`config.mk`:
```
export PLATFORM = sky130hd
export DESIGN_NAME = sorted_priority_queue_unit
export DESIGN_NICKNAME = d
export VERILOG_FILES = /design/src/sv/spq_pkg.sv /design/src/sv/spq_store.sv /design/src/sv/spq_out_stage.sv /design/src/sv/sorted_priority_queue_unit.sv
export SDC_FILE = /design/constraint.sdc
export NUM_CORES = 2
export LEC_CHECK = 0
export BUFFER_PORTS_ARGS = -buffer_cell sky130_fd_sc_hd__buf_2
export CORE_ASPECT_RATIO = 1.2
export CORE_MARGIN = 5
export CORE_UTILIZATION = 55
export CTS_BUF_LIST = sky130_fd_sc_hd__clkbuf_8
export DETAILED_ROUTE_END_ITERATION = 10
export PLACE_DENSITY = 0.74
export SLEW_MARGIN = 40
export SYNTH_ARGS = -nofsm -noshare
export SYNTH_HDL_FRONTEND = slang
export SYNTH_HIERARCHICAL = 1
export SYNTH_SLANG_ARGS = --single-unit
```
`constraint.sdc`:
```
create_clock -name clk_i -period 9.05 [get_ports clk_i]
set_input_delay 2.2625 -clock clk_i [delete_from_list [all_inputs] [get_ports clk_i]]
set_output_delay 2.2625 -clock clk_i [all_outputs]
set_load 0.02 [all_outputs]
```
`src/sv/spq_pkg.sv`:
```
// Shared types and constants for the sorted priority queue.
`default_nettype none

package spq_pkg;

  // Default queue capacity
  localparam int unsigned DEPTH_DEFAULT = 16;

  // Field widths
  localparam int unsigned ValueW = 32;
  localparam int unsigned PrioW  = 16;
  localparam int unsigned FillW  = 5;

  // Request operation
  typedef enum logic {
    CMD_INSERT = 1'b0,
    CMD_REMOVE = 1'b1
  } spq_cmd_e;

  // Result status
  typedef enum logic [1:0] {
    ST_INSERTED = 2'd0,
    ST_REMOVED  = 2'd1,
    ST_EMPTY    = 2'd2,
    ST_FULL     = 2'd3
  } spq_status_e;

  // One request as it enters the store
  typedef struct packed {
    spq_cmd_e                 cmd;
    logic signed [ValueW-1:0] item_value;
    logic signed [PrioW-1:0]  item_priority;
  } spq_req_t;

  // One result as it leaves the store
  typedef struct packed {
    spq_status_e              status;
    logic signed [ValueW-1:0] out_value;
    logic [FillW-1:0]         fill_count;
  } spq_res_t;

endpackage : spq_pkg

`default_nettype wire

```
`src/sv/spq_store.sv`:
```
// Sorted entry array with parallel compare and single-step shift.
`default_nettype none

module spq_store #(
  parameter int unsigned DEPTH = spq_pkg::DEPTH_DEFAULT
) (
  input  wire logic              clk_i,
  input  wire logic              rst_ni,
  input  wire logic              req_valid_i,
  input  wire spq_pkg::spq_req_t req_i,
  output spq_pkg::spq_res_t      res_o
);

  localparam int unsigned CntW = $clog2(DEPTH + 1);

  // Entry array, head at slot 0, no reset: only slots below the count are read
  logic signed [spq_pkg::ValueW-1:0] val_q [DEPTH];
  logic signed [spq_pkg::ValueW-1:0] val_d [DEPTH];
  logic signed [spq_pkg::PrioW-1:0]  pri_q [DEPTH];
  logic signed [spq_pkg::PrioW-1:0]  pri_d [DEPTH];
  logic [CntW-1:0]                   count_q;
  logic [CntW-1:0]                   count_d;

  logic [DEPTH-1:0] ge;
  logic [DEPTH-1:0] ins_here;
  logic             empty;
  logic             full;
  logic             do_insert;
  logic             do_remove;
  logic [CntW+spq_pkg::FillW-1:0] fill_ext;

  assign empty     = (count_q == '0);
  assign full      = (count_q == CntW'(DEPTH));
  assign do_insert = req_valid_i && (req_i.cmd == spq_pkg::CMD_INSERT) && !full;
  assign do_remove = req_valid_i && (req_i.cmd == spq_pkg::CMD_REMOVE) && !empty;

  // Per-slot compare and next value
  for (genvar i = 0; i < DEPTH; i++) begin : g_slot
    // Occupied slot whose priority is not below the new one: stays put
    assign ge[i] = (CntW'(i) < count_q) && (pri_q[i] >= req_i.item_priority);

    // The new pair lands at the first slot that does not stay put
    if (i == 0) begin : g_head
      assign ins_here[i] = !ge[i];
    end else begin : g_body
      assign ins_here[i] = !ge[i] && ge[i-1];
    end

    always_comb begin
      val_d[i] = val_q[i];
      pri_d[i] = pri_q[i];
      if (do_insert && !ge[i]) begin
        if (ins_here[i]) begin
          val_d[i] = req_i.item_value;
          pri_d[i] = req_i.item_priority;
        end else if (i > 0) begin
          val_d[i] = val_q[(i > 0) ? i - 1 : 0];
          pri_d[i] = pri_q[(i > 0) ? i - 1 : 0];
        end
      end else if (do_remove && (i < DEPTH - 1)) begin
        val_d[i] = val_q[(i < DEPTH - 1) ? i + 1 : i];
        pri_d[i] = pri_q[(i < DEPTH - 1) ? i + 1 : i];
      end
    end
  end

  // Next count
  always_comb begin
    count_d = count_q;
    if (do_insert) begin
      count_d = count_q + CntW'(1);
    end else if (do_remove) begin
      count_d = count_q - CntW'(1);
    end
  end

  // Result for the current request
  assign fill_ext = {{spq_pkg::FillW{1'b0}}, count_d};

  always_comb begin
    res_o.fill_count = fill_ext[spq_pkg::FillW-1:0];
    res_o.out_value  = '0;
    unique case (req_i.cmd)
      spq_pkg::CMD_INSERT: begin
        res_o.status = full ? spq_pkg::ST_FULL : spq_pkg::ST_INSERTED;
      end
      spq_pkg::CMD_REMOVE: begin
        if (empty) begin
          res_o.status    = spq_pkg::ST_EMPTY;
          res_o.out_value = '1;
        end else begin
          res_o.status    = spq_pkg::ST_REMOVED;
          res_o.out_value = val_q[0];
        end
      end
      default: begin
        res_o.status = spq_pkg::ST_FULL;
      end
    endcase
  end

  // Hold the count
  always_ff @(posedge clk_i or negedge rst_ni) begin
    if (!rst_ni) begin
      count_q <= '0;
    end else begin
      count_q <= count_d;
    end
  end

  // Shift the entries
  always_ff @(posedge clk_i) begin
    for (int k = 0; k < DEPTH; k++) begin
      val_q[k] <= val_d[k];
      pri_q[k] <= pri_d[k];
    end
  end

  a_count_bound: assert property (@(posedge clk_i) disable iff (!rst_ni)
    count_q <= CntW'(DEPTH))
    else $error("entry count above capacity");

  a_insert_grows: assert property (@(posedge clk_i) disable iff (!rst_ni)
    do_insert |=> count_q == $past(count_q) + CntW'(1))
    else $error("insert did not grow the count");

  a_remove_shrinks: assert property (@(posedge clk_i) disable iff (!rst_ni)
    do_remove |=> count_q == $past(count_q) - CntW'(1))
    else $error("remove did not shrink the count");

  a_head_sorted: assert property (@(posedge clk_i) disable iff (!rst_ni)
    (count_q >= CntW'(2)) |-> (pri_q[0] >= pri_q[1]))
    else $error("head entries out of priority order");

endmodule : spq_store

`default_nettype wire

```
`src/sv/spq_out_stage.sv`:
```
// Result register between the store and the output stream.
`default_nettype none

module spq_out_stage (
  input  wire logic              clk_i,
  input  wire logic              rst_ni,
  input  wire logic              load_i,
  input  wire spq_pkg::spq_res_t res_i,
  input  wire logic              ready_i,
  output logic                   valid_o,
  output logic                   free_o,
  output spq_pkg::spq_res_t      res_o
);

  logic              valid_q;
  spq_pkg::spq_res_t res_q;

  // Free when empty or when the held result leaves this cycle
  assign free_o  = !valid_q || ready_i;
  assign valid_o = valid_q;
  assign res_o   = res_q;

  // Hold the valid flag
  always_ff @(posedge clk_i or negedge rst_ni) begin
    if (!rst_ni) begin
      valid_q <= 1'b0;
    end else if (free_o) begin
      valid_q <= load_i;
    end
  end

  // Capture the result payload
  always_ff @(posedge clk_i) begin
    if (free_o && load_i) begin
      res_q <= res_i;
    end
  end

  a_load_only_free: assert property (@(posedge clk_i) disable iff (!rst_ni)
    (load_i && free_o) |=> valid_q)
    else $error("loaded result not marked valid");

  a_stall_holds: assert property (@(posedge clk_i) disable iff (!rst_ni)
    (valid_q && !ready_i) |=> (valid_q && $stable(res_q)))
    else $error("stalled result changed");

  a_drain: assert property (@(posedge clk_i) disable iff (!rst_ni)
    (valid_q && ready_i && !load_i) |=> !valid_q)
    else $error("taken result not dropped");

endmodule : spq_out_stage

`default_nettype wire

```
`src/sv/sorted_priority_queue_unit.sv`:
```
// Top level of the sorted priority queue with stream ports.
//
//  Channel  Dir  Group   Contents
//  request  in   s_axis  tuser: cmd; tdata: item_value, item_priority
//  result   out  m_axis  tuser: status; tdata: out_value, fill_count
//
// One request is taken per cycle unless the result register is stalled; its
// result is registered and appears the next cycle. The work is a parallel
// compare of every slot against the new priority and a one-slot shift of
// the entry row, set by the slot count. Reset clears the entry count and the
// result valid flag; no clearing pass. A stalled result holds the request side
// only while the result register is full and not taken.
`default_nettype none

module sorted_priority_queue_unit #(
  parameter int unsigned DEPTH = spq_pkg::DEPTH_DEFAULT
) (
  input  wire logic        clk_i,
  input  wire logic        rst_ni,
  input  wire logic        s_axis_tvalid,
  output logic             s_axis_tready,
  input  wire logic [47:0] s_axis_tdata,  // [31:0] item_value, [47:32] item_priority
  input  wire logic        s_axis_tuser,  // [0] cmd
  output logic             m_axis_tvalid,
  input  wire logic        m_axis_tready,
  output logic [39:0]      m_axis_tdata,  // [31:0] out_value, [36:32] fill_count
  output logic [1:0]       m_axis_tuser   // [1:0] status
);

  spq_pkg::spq_req_t req;
  spq_pkg::spq_res_t res_new;
  spq_pkg::spq_res_t res_out;
  logic              accept;
  logic              out_free;

  // Unpack the request
  assign req.cmd           = spq_pkg::spq_cmd_e'(s_axis_tuser);
  assign req.item_value    = s_axis_tdata[31:0];
  assign req.item_priority = s_axis_tdata[47:32];

  assign s_axis_tready = out_free;
  assign accept        = s_axis_tvalid && out_free;

  spq_store #(
    .DEPTH (DEPTH)
  ) u_store (
    .clk_i       (clk_i),
    .rst_ni      (rst_ni),
    .req_valid_i (accept),
    .req_i       (req),
    .res_o       (res_new)
  );

  spq_out_stage u_out (
    .clk_i   (clk_i),
    .rst_ni  (rst_ni),
    .load_i  (accept),
    .res_i   (res_new),
    .ready_i (m_axis_tready),
    .valid_o (m_axis_tvalid),
    .free_o  (out_free),
    .res_o   (res_out)
  );

  // Pack the result
  assign m_axis_tdata = {3'd0, res_out.fill_count, res_out.out_value};
  assign m_axis_tuser = res_out.status;

endmodule : sorted_priority_queue_unit

`default_nettype wire

```
==> impl_summary.txt <==
----------------------------------------------------
[Route]
  Antenna Violating Nets Remaining ... 0
  Drt initial violations ... 4047
  Wire length after detailed routing ... 155000 um
  DR DRC count ... 0
  Total number of vias ... 37500
  Average wire per cell in the routed design ... 29.0 um
  Via-to-Cell Ratio ... 7.03
  Detailed-router iteration count before antenna repair ... 9

[Clock network]
  Post-CTS resize count ... 0
  Cell at the root of the clock tree ... clkbuf_8
  Number of post-CTS setup repair buffers ... 0
  Sink count of the clock tree ... 813
  Quantity of hold-fixing buffers added after cts ... 0
  Clock H-tree levels ... 4
  CTS max path bufs ... 3
  Total CTS buffers ... 138
  Reg clk slew, reported paths ... 0.06 ns
  TritonCTS clock tree ... done
  Source-to-sink clock delay at the later pin of the worst-skew pair ... 0.83 ns

[Worst hold path]
  Min-Delay Path Class ... register to register

[Cells and area]
  Area occupied by multi-input gates ... 23400 um2
  Post-route cell area ... 53100 um2
  Fillers ... 7214
  Layout Area Growth over Synthesis ... 7.24%
  Count of nets after finishing ... 4395
  Final cell count without fillers ... 5343
  Layout cell share with drive strength beyond 1 ... 22.3%
  Sequential cell area ... 24400 um2

[Critical path]
  Critical Path End Type ... register
  Crit start category ... primary input
  Data arrival time of the critical path ... 7.31 ns
  Type of the setup path with the least slack ... primary input to register
  Required @ worst endpoint ... 9.60 ns
  Max FO, Critical Path ... 55

[STA]
  Maximum achievable frequency ... 0.148 GHz
  Transition time of the tightest slew-check pin ... 0.920 ns
  Final hold vios ... 0
  Max-slew violation total from the final report ... 0
  Worst-case headroom to the max-slew limit ... 38.7%
  Unrepaired setup endpoints after global routing ... no
  Post-route setup TNS ... 0 ns
  Final setup violation count ... 0
  Final critical-path share of the clock period ... 74.7%
  Final Skew ... 0.0463 ns
  Post-route minimum period ... 6.76 ns

[Logic synthesis]
  Top flip-flop cell by instance count after synthesis ... edfxtp_1
  Yosys top cell area share ... 49.0%
  Top post-synthesis cells by count ... a21oi_1, edfxtp_1, mux2_2, mux2i_1, clkbuf_1
  Sequential element share of the synthesized area ... 49.3%
  Leading area contributor after synthesis ... edfxtp_1
  Register bit total from synthesis ... 813
  Post-Syn Instances ... 4179
  Post-synthesis area per instance ... 11.8 um2
  Total number of yosys warnings ... 6
  Combined area of all synthesized cells ... 49500 um2
  Cell with the most instances after synthesis ... a21oi_1
  Synth unique cells ... 71
  Number of flops mapped to enable cells by yosys ... 807
  Top post-synthesis cells by area ... edfxtp_1, mux2_2, a21oi_1
  Fraction of registers with async set/reset ... 0.738%

[Placement]
  Placed Area ... 50600 um2
  Placed insts ... 5098
  Count of input and output buffers ... 93
  Gp weighted congestion ... 0.953
  HPWL after detailed placement ... 95200 um

[Pwr]
  Leakage component of the power ... 20.2 nW
  Max IR drop VDD ... 197 uV
  Pwr per Cell Area ... 304 nW/um2

[Die]
  Die height ... 339 um
  Placeable core area ... 89300 um2
  Total Die Area ... 96100 um2
  Overall die width ... 284 um
  Number of placement rows ... 120
  Top Ports ... 97
  Effective utilization at floorplan ... 55.4%

[GRT]
  Global-route total usage across every layer ... 30.9%
  Pin count of the biggest net entering global routing ... 98
  Aggregate global routing overflow ... 0
  Via count of the first global-routing pass ... 37700
  Antenna violations before repair ... 3
  Global-route wire length before repair ... 231000 um

[Flow run]
  Max-cap violation count ... 0

[Status]
  Outcome ... finished, final reports clean

----------------------------------------------------
-- kinds of logic after synthesis --
logic type	synth area share (%)
and+or+nand+nor	4.01
adders and majority gates	6.55
AOI/OAI and AO/OA	16.7
buffers and inverters	4.08
xor gates and xnor gates	0.106
other	0.00758
DFF	49.3
muxes	19.2
-- layout by cell type (no fill, tap or decap), types with 51 or more instances in the layout --
cell type,n
nor2_1,105
buf_4,83
clkbuf_8,142
mux2_2,506
nand2_1,117
o21ai_0,69
ha_1,257
a22oi_1,51
edfxtp_1,807
a221oi_1,90
buf_2,93
inv_1,77
nand4_1,57
a21oi_1,823
mux2i_1,380
-- through the flow --
step                setup slack (ns)  hold WS (ns)  power [mW]  util, %
global route                    2.17         0.557        16.8     59.4
finish                          2.29         0.543        16.1     59.4
detailed placement              1.96         0.533        12.9     56.6
CTS                             2.81         0.542        16.0     59.3
floorplan                      0.506         0.516        10.9        -
global placement                2.05         0.520        12.7     56.5
-- critical path, cell delays in order --
cell      delay [ns]
buf_2           0.41
clkinv_1        0.83
ha_1            0.64
nand4_1         0.12
or4_1           0.59
a21oi_2         0.15
nor4_1          0.09
o32ai_4         0.27
buf_4           0.54
buf_4           0.68
mux2_2          0.41
mux2_2          0.26
-- registers in the layout (all words and copies together) (netlist names) --
name	flops
u_out/res_o	39
u_out/valid_o	1
u_store/count_q	5
u_store/pri_q	256
u_store/val_q	512
-- path summary, 6_finish.rpt --
check | from | to | slack (ns) | cells after the start
max | s_axis_tdata[46] | u_store/val_q[1][87] | 2.29 | 12
max reg2reg | u_store/count_q[3] | u_store/val_q[0][74] | 4.19 | 9
min | u_store/val_q[1][249] | u_store/val_q[1][217] | 0.54 | 1
min reg2reg | u_store/val_q[1][249] | u_store/val_q[1][217] | 0.54 | 1
min in group asynchronous | rst_ni | u_store/count_q[0] | 1.27 | 1
max in group asynchronous | rst_ni | u_store/count_q[4] | 7.64 | 1
-- per-layer routing --
| layer | wire, um | GRT usage [%] | up-vias | part of all wire, % |
|---|---|---|---|---|
| li1 | - | - | 16300 | - |
| met1 | 59300 | 38.6 | 18600 | 38 |
| met2 | 71300 | 49.7 | 2127 | 46 |
| met3 | 14000 | 6.62 | 504 | 9.0 |
| met4 | 10300 | 18.3 | 0 | 6.7 |
| met5 | 0 | 0 | - | 0 |
-- report_power, final --
part | leakage, nW | internal, mW | switching (mW)
clock | 1.39 | 1.49 | 1.58
sequential | 7.67 | 5.44 | 0.659
combinational | 11.1 | 2.75 | 4.22
-- cell type report --
cell class | instances | share of cell area [%]
diodes | 3 | 0.0142
clock buffers | 142 | 3.68
clock inverters | 96 | 0.875
inverters | 39 | 0.276
multi-input cells | 2903 | 44.1
flip-flops and latches | 813 | 46.0
well taps | 1159 | 2.73
repair buffers | 188 | 2.37
Power figures use the tool's default switching activity.
